### src/rtl/core/sliding_window_median_size_assert.svh
// ============================================================================
// sliding_window_median_size_assert.svh
// Assertion macros shared by the sliding window median RTL. They compile to
// nothing when SYNTHESIS is defined.
// ============================================================================
`ifndef SLIDING_WINDOW_MEDIAN_SIZE_ASSERT_SVH
`define SLIDING_WINDOW_MEDIAN_SIZE_ASSERT_SVH

`ifndef SYNTHESIS

// Condition holds at every clock edge out of reset
`define SWMS_ASSERT_INV(label, clk, rst_n, cond) \
    label: assert property (@(posedge clk) disable iff (!rst_n) (cond)) \
        else $error("invariant check failed");

// Antecedent implies consequent in the same cycle
`define SWMS_ASSERT_IMP(label, clk, rst_n, ante, cons) \
    label: assert property (@(posedge clk) disable iff (!rst_n) (ante) |-> (cons)) \
        else $error("implication check failed");

// Antecedent implies consequent in the next cycle
`define SWMS_ASSERT_NXT(label, clk, rst_n, ante, cons) \
    label: assert property (@(posedge clk) disable iff (!rst_n) (ante) |=> (cons)) \
        else $error("next-cycle check failed");

`else

`define SWMS_ASSERT_INV(label, clk, rst_n, cond)
`define SWMS_ASSERT_IMP(label, clk, rst_n, ante, cons)
`define SWMS_ASSERT_NXT(label, clk, rst_n, ante, cons)

`endif

`endif

### src/rtl/core/swms_pkg.sv
// ============================================================================
// swms_pkg
// Shared types and constants for the sliding window median of box sizes.
// ============================================================================
`default_nettype none

package swms_pkg;

    // Default configuration
    localparam int DEFAULT_WINDOW    = 8;
    localparam int DEFAULT_SIZE_BITS = 16;

    // Port field width of a size sample
    localparam int FIELD_BITS = 16;

    // A window needs this many entries before the median is used
    localparam int MIN_FOR_MEDIAN = 3;

    // Request queue between front and back (power of two)
    localparam int QUEUE_DEPTH = 2;

    // Request command codes
    typedef enum logic [0:0] {
        CMD_PUSH  = 1'b0,
        CMD_CLEAR = 1'b1
    } cmd_t;

    // Classified request as held in the queue
    typedef struct packed {
        logic                  clear;
        logic [FIELD_BITS-1:0] width;
        logic [FIELD_BITS-1:0] height;
    } item_t;

    // Back-end sequencer states
    typedef enum logic [1:0] {
        ST_IDLE,
        ST_SCAN,
        ST_FINISH,
        ST_OUT
    } state_t;

    // Sequencer controls to the rank lanes
    typedef struct packed {
        logic push;     // shift a new sample into the history
        logic first;    // the window was empty before this push
        logic scan;     // step the candidate scan
        logic cand_ok;  // current candidate is a stored entry and ranking is on
    } lane_ctl_t;

endpackage

`default_nettype wire

### src/rtl/core/swms_front.sv
// ============================================================================
// swms_front
// Accepts requests, classifies them as push or clear and queues them for
// the back end.
// ============================================================================
`default_nettype none

`include "sliding_window_median_size_assert.svh"

module swms_front (
    input  wire logic                               clk,
    input  wire logic                               rst_n,
    input  wire logic                               in_valid,
    output logic                                    in_ready,
    input  wire logic                               command,
    input  wire logic [swms_pkg::FIELD_BITS-1:0]    box_width,
    input  wire logic [swms_pkg::FIELD_BITS-1:0]    box_height,
    output logic                                    q_valid,
    input  wire logic                               q_ready,
    output swms_pkg::item_t                         q_item
);

    localparam int PtrW = (swms_pkg::QUEUE_DEPTH > 1) ? $clog2(swms_pkg::QUEUE_DEPTH) : 1;
    localparam int CntW = $clog2(swms_pkg::QUEUE_DEPTH + 1);

    swms_pkg::item_t   entry_reg [swms_pkg::QUEUE_DEPTH];
    logic [PtrW-1:0]   wr_ptr_reg;
    logic [PtrW-1:0]   wr_ptr_next;
    logic [PtrW-1:0]   rd_ptr_reg;
    logic [PtrW-1:0]   rd_ptr_next;
    logic [CntW-1:0]   count_reg;
    logic [CntW-1:0]   count_next;
    logic              push;
    logic              pop;
    swms_pkg::item_t   item_in;

    // Classify the incoming request
    always_comb
    begin
        item_in.clear  = (command == swms_pkg::CMD_CLEAR);
        item_in.width  = box_width;
        item_in.height = box_height;
    end

    // Handshakes
    assign in_ready = (count_reg != CntW'(swms_pkg::QUEUE_DEPTH));
    assign push     = in_valid && in_ready;
    assign q_valid  = (count_reg != '0);
    assign pop      = q_valid && q_ready;
    assign q_item   = entry_reg[rd_ptr_reg];

    // Pointer and occupancy update
    always_comb
    begin
        wr_ptr_next = wr_ptr_reg;
        rd_ptr_next = rd_ptr_reg;
        count_next  = count_reg;
        if (push)
        begin
            wr_ptr_next = wr_ptr_reg + PtrW'(1);
        end
        if (pop)
        begin
            rd_ptr_next = rd_ptr_reg + PtrW'(1);
        end
        if (push && !pop)
        begin
            count_next = count_reg + CntW'(1);
        end
        else if (pop && !push)
        begin
            count_next = count_reg - CntW'(1);
        end
    end

    always_ff @(posedge clk or negedge rst_n)
    begin
        if (!rst_n)
        begin
            wr_ptr_reg <= '0;
            rd_ptr_reg <= '0;
            count_reg  <= '0;
        end
        else
        begin
            wr_ptr_reg <= wr_ptr_next;
            rd_ptr_reg <= rd_ptr_next;
            count_reg  <= count_next;
        end
    end

    // Queue storage
    always_ff @(posedge clk)
    begin
        if (push)
        begin
            entry_reg[wr_ptr_reg] <= item_in;
        end
    end

    // Checks
    `SWMS_ASSERT_NXT(a_fill_grows, clk, rst_n, push && !pop, count_reg == $past(count_reg) + CntW'(1))
    `SWMS_ASSERT_NXT(a_drain_shrinks, clk, rst_n, pop && !push, count_reg == $past(count_reg) - CntW'(1))

endmodule

`default_nettype wire

### src/rtl/core/swms_rank.sv
// ============================================================================
// swms_rank
// One history window with its rank selector. Entries sit in a shift line,
// newest first; a copy shifts one candidate per cycle past a bank of
// comparators, and a registered count stage picks the entry of rank n/2.
// ============================================================================
`default_nettype none

module swms_rank #(
    parameter int WINDOW    = swms_pkg::DEFAULT_WINDOW,
    parameter int SIZE_BITS = swms_pkg::DEFAULT_SIZE_BITS
) (
    input  wire logic                             clk,
    input  wire logic                             rst_n,
    input  wire swms_pkg::lane_ctl_t              ctl,
    input  wire logic [$clog2(WINDOW+1)-1:0]      fill,
    input  wire logic [SIZE_BITS-1:0]             sample,
    output logic      [SIZE_BITS-1:0]             result
);

    localparam int CntW = $clog2(WINDOW + 1);

    logic [SIZE_BITS-1:0] hist_reg [WINDOW];
    logic [SIZE_BITS-1:0] scan_reg [WINDOW];
    logic [SIZE_BITS-1:0] cand_reg;
    logic [SIZE_BITS-1:0] result_reg;
    logic [WINDOW-1:0]    lt_reg;
    logic [WINDOW-1:0]    le_reg;
    logic [WINDOW-1:0]    lt_next;
    logic [WINDOW-1:0]    le_next;
    logic                 ok_reg;
    logic [CntW-1:0]      below;
    logic [CntW-1:0]      at_or_below;
    logic [CntW-1:0]      rank;
    logic                 hit;

    // Compare stage: current candidate against every stored entry
    always_comb
    begin
        for (int j = 0; j < WINDOW; j++)
        begin
            lt_next[j] = (CntW'(j) < fill) && (hist_reg[j] <  scan_reg[0]);
            le_next[j] = (CntW'(j) < fill) && (hist_reg[j] <= scan_reg[0]);
        end
    end

    // Count stage: the candidate whose rank range covers n/2 is the median
    always_comb
    begin
        below       = '0;
        at_or_below = '0;
        for (int j = 0; j < WINDOW; j++)
        begin
            below       = below + CntW'(lt_reg[j]);
            at_or_below = at_or_below + CntW'(le_reg[j]);
        end
        rank = fill >> 1;
        hit  = ok_reg && (below <= rank) && (rank < at_or_below);
    end

    always_ff @(posedge clk or negedge rst_n)
    begin
        if (!rst_n)
        begin
            ok_reg <= 1'b0;
        end
        else
        begin
            ok_reg <= ctl.cand_ok;
        end
    end

    // History shift line, candidate rotation and result
    always_ff @(posedge clk)
    begin
        lt_reg   <= lt_next;
        le_reg   <= le_next;
        cand_reg <= scan_reg[0];
        if (ctl.push)
        begin
            hist_reg[0] <= sample;
            scan_reg[0] <= sample;
            for (int i = 1; i < WINDOW; i++)
            begin
                hist_reg[i] <= hist_reg[i-1];
                scan_reg[i] <= hist_reg[i-1];
            end
            // short window: oldest entry is the new sample or the previous one
            result_reg <= ctl.first ? sample : hist_reg[0];
        end
        else
        begin
            if (ctl.scan)
            begin
                for (int i = 0; i < WINDOW - 1; i++)
                begin
                    scan_reg[i] <= scan_reg[i+1];
                end
            end
            if (hit)
            begin
                result_reg <= cand_reg;
            end
        end
    end

    assign result = result_reg;

endmodule

`default_nettype wire

### src/rtl/core/swms_back.sv
// ============================================================================
// swms_back
// Sequencer that takes queued requests, updates both histories, runs the
// rank scan on the width and height lanes and holds the result.
// ============================================================================
`default_nettype none

`include "sliding_window_median_size_assert.svh"

module swms_back #(
    parameter int WINDOW    = swms_pkg::DEFAULT_WINDOW,
    parameter int SIZE_BITS = swms_pkg::DEFAULT_SIZE_BITS
) (
    input  wire logic                               clk,
    input  wire logic                               rst_n,
    input  wire logic                               q_valid,
    output logic                                    q_ready,
    input  wire swms_pkg::item_t                    q_item,
    output logic                                    out_valid,
    input  wire logic                               out_ready,
    output logic [swms_pkg::FIELD_BITS-1:0]         median_width,
    output logic [swms_pkg::FIELD_BITS-1:0]         median_height
);

    localparam int CntW = $clog2(WINDOW + 1);

    swms_pkg::state_t     state_reg;
    swms_pkg::state_t     state_next;
    logic [CntW-1:0]      fill_reg;
    logic [CntW-1:0]      fill_next;
    logic [CntW-1:0]      idx_reg;
    logic [CntW-1:0]      idx_next;
    swms_pkg::lane_ctl_t  ctl;
    logic                 ranked;
    logic [SIZE_BITS-1:0] res_w;
    logic [SIZE_BITS-1:0] res_h;

    // Median is used once the window holds enough entries
    assign ranked = ({{(32-CntW){1'b0}}, fill_reg} >= 32'(swms_pkg::MIN_FOR_MEDIAN));

    // Next state
    always_comb
    begin
        state_next = state_reg;
        fill_next  = fill_reg;
        idx_next   = idx_reg;
        unique case (state_reg)
            swms_pkg::ST_IDLE:
            begin
                if (q_valid)
                begin
                    if (q_item.clear)
                    begin
                        fill_next = '0;
                    end
                    else
                    begin
                        if (fill_reg != CntW'(WINDOW))
                        begin
                            fill_next = fill_reg + CntW'(1);
                        end
                        idx_next   = '0;
                        state_next = swms_pkg::ST_SCAN;
                    end
                end
            end
            swms_pkg::ST_SCAN:
            begin
                idx_next = idx_reg + CntW'(1);
                if (idx_reg == CntW'(WINDOW - 1))
                begin
                    state_next = swms_pkg::ST_FINISH;
                end
            end
            swms_pkg::ST_FINISH:
            begin
                state_next = swms_pkg::ST_OUT;
            end
            swms_pkg::ST_OUT:
            begin
                if (out_ready)
                begin
                    state_next = swms_pkg::ST_IDLE;
                end
            end
            default:
            begin
                state_next = swms_pkg::ST_IDLE;
            end
        endcase
    end

    // Outputs and lane controls
    always_comb
    begin
        q_ready     = 1'b0;
        out_valid   = 1'b0;
        ctl.push    = 1'b0;
        ctl.first   = 1'b0;
        ctl.scan    = 1'b0;
        ctl.cand_ok = 1'b0;
        unique case (state_reg)
            swms_pkg::ST_IDLE:
            begin
                q_ready   = 1'b1;
                ctl.push  = q_valid && !q_item.clear;
                ctl.first = (fill_reg == '0);
            end
            swms_pkg::ST_SCAN:
            begin
                ctl.scan    = 1'b1;
                ctl.cand_ok = ranked && (idx_reg < fill_reg);
            end
            swms_pkg::ST_FINISH:
            begin
                ctl.scan = 1'b0;
            end
            swms_pkg::ST_OUT:
            begin
                out_valid = 1'b1;
            end
            default:
            begin
                q_ready = 1'b0;
            end
        endcase
    end

    always_ff @(posedge clk or negedge rst_n)
    begin
        if (!rst_n)
        begin
            state_reg <= swms_pkg::ST_IDLE;
            fill_reg  <= '0;
            idx_reg   <= '0;
        end
        else
        begin
            state_reg <= state_next;
            fill_reg  <= fill_next;
            idx_reg   <= idx_next;
        end
    end

    // Width and height lanes
    swms_rank #(
        .WINDOW    (WINDOW),
        .SIZE_BITS (SIZE_BITS)
    ) u_rank_w (
        .clk    (clk),
        .rst_n  (rst_n),
        .ctl    (ctl),
        .fill   (fill_reg),
        .sample (SIZE_BITS'(q_item.width)),
        .result (res_w)
    );

    swms_rank #(
        .WINDOW    (WINDOW),
        .SIZE_BITS (SIZE_BITS)
    ) u_rank_h (
        .clk    (clk),
        .rst_n  (rst_n),
        .ctl    (ctl),
        .fill   (fill_reg),
        .sample (SIZE_BITS'(q_item.height)),
        .result (res_h)
    );

    assign median_width  = swms_pkg::FIELD_BITS'(res_w);
    assign median_height = swms_pkg::FIELD_BITS'(res_h);

    // Checks
    `SWMS_ASSERT_INV(a_fill_bound, clk, rst_n, fill_reg <= CntW'(WINDOW))
    `SWMS_ASSERT_NXT(a_clear_empties, clk, rst_n, q_valid && q_ready && q_item.clear, fill_reg == '0)
    `SWMS_ASSERT_NXT(a_push_scans, clk, rst_n, ctl.push, (state_reg == swms_pkg::ST_SCAN) && (fill_reg != '0))
    `SWMS_ASSERT_NXT(a_finish_shows, clk, rst_n, state_reg == swms_pkg::ST_FINISH, out_valid)

endmodule

`default_nettype wire

### src/rtl/core/sliding_window_median_size.sv
// ============================================================================
// sliding_window_median_size
// Sliding window median of tracked box widths and heights.
// ============================================================================
// Usage:
//   Input channel (in_valid/in_ready): command 0 pushes box_width and
//   box_height into the two histories and yields one result; command 1
//   clears both histories and yields nothing.
//   Output channel (out_valid/out_ready): median_width and median_height,
//   the entry of rank n/2 of each window (upper median for even n), or the
//   oldest entry while a window holds fewer than three samples.
//   A push taken from the queue passes the scan and finish states before
//   out_valid rises in the output state. The back end takes no new request
//   until out_ready takes the result; a clear is handled in the idle state
//   without a scan. The candidate scan walks one stored entry per cycle past
//   the comparator bank, followed by one count stage.
//   A two-entry request queue keeps accepting while a result waits; when the
//   receiver stalls the result holds and the queue fills, then in_ready drops.
//   Reset empties the queue and both histories; no result is pending.
// ============================================================================
`default_nettype none

module sliding_window_median_size #(
    parameter int WINDOW    = swms_pkg::DEFAULT_WINDOW,
    parameter int SIZE_BITS = swms_pkg::DEFAULT_SIZE_BITS
) (
    input  wire logic                               clk,
    input  wire logic                               rst_n,
    input  wire logic                               in_valid,
    output logic                                    in_ready,
    input  wire logic                               command,
    input  wire logic [swms_pkg::FIELD_BITS-1:0]    box_width,
    input  wire logic [swms_pkg::FIELD_BITS-1:0]    box_height,
    output logic                                    out_valid,
    input  wire logic                               out_ready,
    output logic [swms_pkg::FIELD_BITS-1:0]         median_width,
    output logic [swms_pkg::FIELD_BITS-1:0]         median_height
);

    logic            q_valid;
    logic            q_ready;
    swms_pkg::item_t q_item;

    // Request intake and queue
    swms_front u_front (
        .clk        (clk),
        .rst_n      (rst_n),
        .in_valid   (in_valid),
        .in_ready   (in_ready),
        .command    (command),
        .box_width  (box_width),
        .box_height (box_height),
        .q_valid    (q_valid),
        .q_ready    (q_ready),
        .q_item     (q_item)
    );

    // History update, rank selection and result register
    swms_back #(
        .WINDOW    (WINDOW),
        .SIZE_BITS (SIZE_BITS)
    ) u_back (
        .clk           (clk),
        .rst_n         (rst_n),
        .q_valid       (q_valid),
        .q_ready       (q_ready),
        .q_item        (q_item),
        .out_valid     (out_valid),
        .out_ready     (out_ready),
        .median_width  (median_width),
        .median_height (median_height)
    );

endmodule

`default_nettype wire
### config.mk
export PLATFORM = sky130hd
export DESIGN_NAME = sliding_window_median_size
export DESIGN_NICKNAME = d
export VERILOG_FILES = /design/src/rtl/core/swms_pkg.sv /design/src/rtl/core/swms_front.sv /design/src/rtl/core/swms_rank.sv /design/src/rtl/core/swms_back.sv /design/src/rtl/core/sliding_window_median_size.sv
export VERILOG_INCLUDE_DIRS = /design/src /design/src/rtl/core
export SDC_FILE = /design/constraint.sdc
export NUM_CORES = 1
export LEC_CHECK = 0
export ABC_AREA = 1
export BUFFER_PORTS_ARGS = -buffer_cell sky130_fd_sc_hd__buf_4
export CAP_MARGIN = 25
export CORE_MARGIN = 10
export CORE_UTILIZATION = 58
export DETAILED_ROUTE_END_ITERATION = 10
export PLACE_DENSITY = 0.81
export SLEW_MARGIN = 20
export SYNTH_ARGS = -nofsm -noshare
export SYNTH_HDL_FRONTEND = slang
export SYNTH_SLANG_ARGS = --single-unit
### constraint.sdc
create_clock -name clk -period 20.5 [get_ports clk]
set_input_delay 4.1 -clock clk [delete_from_list [all_inputs] [get_ports clk]]
set_output_delay 4.1 -clock clk [all_outputs]
set_load 0.05 [all_outputs]
Word level (Yosys, flattened, before mapping)
Memories as Yosys holds them, arrays and structs flattened.
Index checks and enable logic that the tools add are counted.
{ "classes": {"add_sub_neg": 34, "n_lt_le_gt_ge": 46, "n_eq_ne": 10, "n_mux": 44, "bitwise": 14, "n_reduce_logical": 56} }
{ "op_table": {"columns": ["operator", "count"], "rows": [
  ["two-way mux 16 bit", 20],
  ["<= comparator 16 bit", 16],
  ["< comparator 16 bit", 16],
  ["adder 4 x 1 -> 4 bit", 16],
  ["logical AND 1 bit", 42],
  ["adder 3 x 1 -> 4 bit", 4],
  ["< comparator 3 x 4 -> 1 bit, first input constant", 4],
  ["two-way mux 4 bit", 4],
  ["two-way mux 2 bit", 7],
  ["bitwise OR 1 bit", 14],
  ["adder 2 x 1 -> 3 bit", 4],
  ["nonzero test 2 bit", 6],
  ["two-way mux 1 bit", 11],
  ["adder 1 x 1 -> 2 bit", 4],
  ["adder 4 x 1 -> 4 bit, second input constant", 2],
  ["<= comparator 4 x 3 -> 1 bit", 2],
  ["< comparator 1 x 4 -> 1 bit, first input constant", 2],
  ["< comparator 2 x 4 -> 1 bit, first input constant", 2],
  ["< comparator 3 x 4 -> 1 bit", 2],
  ["one-hot mux 2 bit (4 select lines)", 1],
  ["one-hot mux 4 bit (2 select lines)", 1],
  ["!= test 2 bit, second input constant", 3],
  ["AND reduction 3 bit", 2],
  ["== test 2 bit, second input constant", 2],
  ["13 further kinds", 17]
]} }
{ "word_totals": {"reg_bits": 111, "ramBits": 578, "word_cells": 224, "memories": 5} }
{ "memory_table": {"columns": ["name", "depth", "word_bits", "read_ports", "rd_clocked_by_memory_dff", "write_ports", "line", "text"], "rows": [
  ["u_back.u_rank_h.hist_reg", 8, 16, 8, 0, 8, "swms_rank.sv:23", "logic [SIZE_BITS-1:0] hist_reg [WINDOW];"],
  ["u_back.u_rank_h.scan_reg", 8, 16, 8, 0, 8, "swms_rank.sv:24", "logic [SIZE_BITS-1:0] scan_reg [WINDOW];"],
  ["u_back.u_rank_w.hist_reg", 8, 16, 8, 0, 8, "swms_rank.sv:23", null],
  ["u_back.u_rank_w.scan_reg", 8, 16, 8, 0, 8, "swms_rank.sv:24", null],
  ["u_front.entry_reg", 2, 33, 1, 0, 1, "swms_front.sv:26", "swms_pkg::item_t entry_reg [swms_pkg::QUEUE_DEPTH];"]
]} }

Longest topological paths before layout
{ "logic_depth": {"ltp_word": 12, "ltp_mapped": 15, "depth_no_buf": 15} }

Hierarchy
From an unflattened synthesis, not the netlist that was laid out.
{ "unflattened": {"cells_unflattened": 2523, "area_unflattened_um2": 31670.4} }
{ "modules_own_cells": {"columns": ["mod", "instances", "cells_each", "area_per_inst_um2", "seq_area_each_um2"], "rows": [
  ["swms_rank at u_back.u_rank_h", 1, 1112, 14113.5, 8353.0],
  ["swms_rank at u_back.u_rank_w", 1, 1113, 14112.3, 8353.0],
  ["swms_front", 1, 201, 2703.8, 2082.0],
  ["swms_back", 1, 97, 740.7, 250.2]
]} }

Least setup slack after synthesis
OpenSTA, ideal clock, no wires.
{ "synth_path": {"kind": "register -> register", "from": "reg u_back.state_reg[1]", "to": "mem u_back.u_rank_h.scan_reg[0][0] in the netlist's numbering (enable)", "setup_ns": 1.765, "arrival_time_ns": 4.947, "required_time_ns": 18.735, "setup_slack_ns": 13.788, "stages_incl_launch_ff": 8, "n_path_buf": 3, "path_cell_list": "dfrtp_1 -> inv_1 -> ha_1 -> buf_2 -> clkinv_1 -> clkbuf_1 -> buf_2 -> nand2_1"} }
{ "synth_lines": {"columns": ["element", "line", "text"], "rows": [
  ["start, declared", "swms_back.sv:27", "swms_pkg::state_t state_reg;"],
  ["start signal, assigned", "swms_back.sv:133", "state_reg <= swms_pkg::ST_IDLE;"],
  ["start signal, assigned", "swms_back.sv:139", "state_reg <= state_next;"],
  ["end, declared", "swms_rank.sv:24", null]
]} }

Worst setup path in the final report
{ "layout_path": {"from": "reg u_back.state_reg[0]", "to": "out out_valid"} }
{ "layout_via": {"elab_chain_len": 2} }
{ "layout_lines": {"columns": ["element", "line", "text"], "rows": [
  ["== test 2 bit", "swms_back.sv:102", "unique case (state_reg)"],
  ["two-way mux 1 bit", "swms_back.sv:102", null],
  ["end, declared", "sliding_window_median_size.sv:34", "output logic out_valid,"]
]} }
Every way passes these cells.

==> run metrics <==
H-tree levels=2; Synth Register Bits=around 660; Final Skew=between 0.02 and 0.03 ns; layout cells sized above 1=between 6 and 7%; Finished Core Util=about two thirds; core area=roughly 53000 sq um; initial antenna violation count=0; clk root buf=clkbuf_16; CP max FO=4; via count=about 21000; multi-input logic area=10500 sq um; WP data arrival=1.57 ns; RSZ-0062 raised after global routing=no; Leak=between 15 and 20 nW; Worst Max-Slew Pin Slew=roughly 1.1 ns; syn_nets=roughly 3200; violated checks=DRC; maxcap violations=0; CP Capture Type=output pin; Routed WL per cell=19.1 um; type of origin of the critical path=flip-flop; Reg clk slew, reported paths=about 0.07 ns; period utilization=approximately 28%; last weighted congestion value of the routability-driven placer=roughly 0.88; Area Overhead vs Synth=10.7%; DIE HEIGHT=roughly 250 um; worst skew pair latency=~0.64 ns; Setup Crit Path Kind=reg2out; Chip Width=around 250 um; CP max-delay cell=dfrtp_1; Syn Inst Count=~2900; Routed Antenna Nets=0; max FFs per register=approximately 130; Final nets=~3300; Port Buffers=70; DRC viols=1; cts bufs inserted=approximately 60; Pre-antenna DRT Iters=9; row cnt=84; asr flop ratio synth=2.28%; crit path time final=about 5.7 ns; Ys Warns=0; DR iter-0 viols=2287; first-pass GRT wire length=between 100 and 150 mm; run status=complete, but fails checks; Bufs on Longest Clock Path=3; setup tns final=0 ns; TritonCTS clock tree=done; maximum clock rate=176 MHz; Max Slew Vio Count=0; slowest stage delay, CP=0.45 ns; final hold violation count=0; CP Data Required Time=between 15 and 20 ns; mapped cell area=approximately 31000 sq um; CP bufs+invs=1; number of synthesized flops with an enable pin=about 580; vias in the first global route=~21000; routed wire length=70.2 mm; clock sink count=about 660; P per Cell Area=181 nW/um^2; CP top delay family=flip-flops; Worst Hold Class=reg2reg; Main synth FF type=edfxtp_1; Post-CTS Resized=0; Via-to-Cell Ratio=~5.7; DP HPWL=about 46 mm; syn avg cell area=approximately 11 sq um; sequential area share after synthesis=about three fifths; FF/Latch Area=around 19000 sq um; grt total ovfl=0; Initial Util=about three fifths; I/O pins=approximately 70; antenna cell count=0; critical path, cell by cell=ha_1 -> buf_4; GRT Overall Usage=a little over a fifth; Setup violations, final=0; largest net degree at the start of global routing=roughly 170; die area=around 63000 sq um; # fillers=approximately 3700; Unique masters post-synth=34; Post-CTS Setup Inserts=0; Slew headroom=29.2%; worst ir drop on vdd=0.141 mV; hold buffer count at cts=0
area by class of cell:
class,count,share of cell area (%)
clock buffers,86,5.08
clock inverters,30,0.804
inverters,264,2.92
multi-input cells,1865,30.7
flip-flops and latches,657,55.8
well taps,688,2.53
repair buffers,85,2.13
cells in the mapped netlist, drive strengths merged (16+ instances only):
master | count | share of area (%)
edfxtp | 578 | 56
a21o | 16 | 0.39
buf | 35 | 0.65
nor2 | 155 | 2.0
nand2 | 1098 | 13
o21ai | 73 | 1.2
inv | 263 | 3.2
dfxtp | 64 | 4.2
clkbuf | 35 | 0.43
ha | 289 | 12
nand3 | 44 | 0.73
fa | 16 | 1.0
a21oi | 103 | 1.7
nand4 | 26 | 0.53
report_power, final:
part	internal (mW)	switching, mW	total [mW]	leakage (nW)
combinational	0.724	1.72	2.44	8.03
sequential	2.30	0.269	2.57	6.16
clock	0.640	0.504	1.14	0.985
logic make-up after synthesis:
family / count (synthesis) / synth area share [%]
AND/OR/NAND/NOR: 1329 / 16.8
adder cells (fa/ha/maj): 305 / 12.8
multiplexers: 10 / 0.366
buffers and inverters: 334 / 4.30
XOR/XNOR: 10 / 0.285
AO/OA/AOI/OAI: 211 / 3.69
flip-flops: 657 / 61.8
layer usage:
layer | share of wire [%] | track usage (%) | vias to the layer above
li1 | - | - | 9712
met1 | 42 | 30.2 | 10100
met5 | 0 | 0 | -
met4 | 2.3 | 7.11 | 0
met2 | 47 | 35.1 | 946
met3 | 8.4 | 3.57 | 133
cell usage in the layout (no fill, tap or decap), types with 15 or more instances in the layout:
cell          n
dfxtp_1      64
nand3_1      43
clkbuf_1     15
a21oi_1     103
inv_1       259
clkbuf_16    62
ha_1        288
edfxtp_1    578
nand2_1    1094
a21o_1       16
nor2_1      149
buf_4        79
fa_1         16
o21ai_1      25
o21ai_0      47
nand4_1      26
path summary, 6_finish.rpt:
path	from	slack, ns	cells after the start	to
min	u_back.u_rank_w.scan_reg[0][9]	0.37	0	u_back.u_rank_w.cand_reg[9]
min in group asynchronous	rst_n	3.31	1	u_back.state_reg[1]
max in group asynchronous	rst_n	16.97	1	u_front.rd_ptr_reg
min reg2reg	u_back.u_rank_w.scan_reg[0][9]	0.37	0	u_back.u_rank_w.cand_reg[9]
max	u_back.state_reg[0]	14.83	2	out_valid
max reg2reg	u_back.u_rank_h.lt_reg[0]	16.02	15	u_back.u_rank_h.result[7]
metrics by stage:
step / hold WS (ns) / total power, mW / area [sq um] / setup slack, ns / cells
floorplan: 0.348 / 4.24 / 30800 / 13.79 / 2856
global placement: 0.352 / 4.77 / 32000 / 14.99 / 3555
detailed placement: 0.357 / 4.94 / 32000 / 14.96 / 3556
CTS: 0.371 / 6.13 / 34000 / 14.81 / 3672
global route: 0.376 / 6.56 / 34100 / 14.80 / 3675
finish: 0.370 / 6.16 / 34100 / 14.83 / 3675
Note: power is estimated with default switching activity, not from simulation.
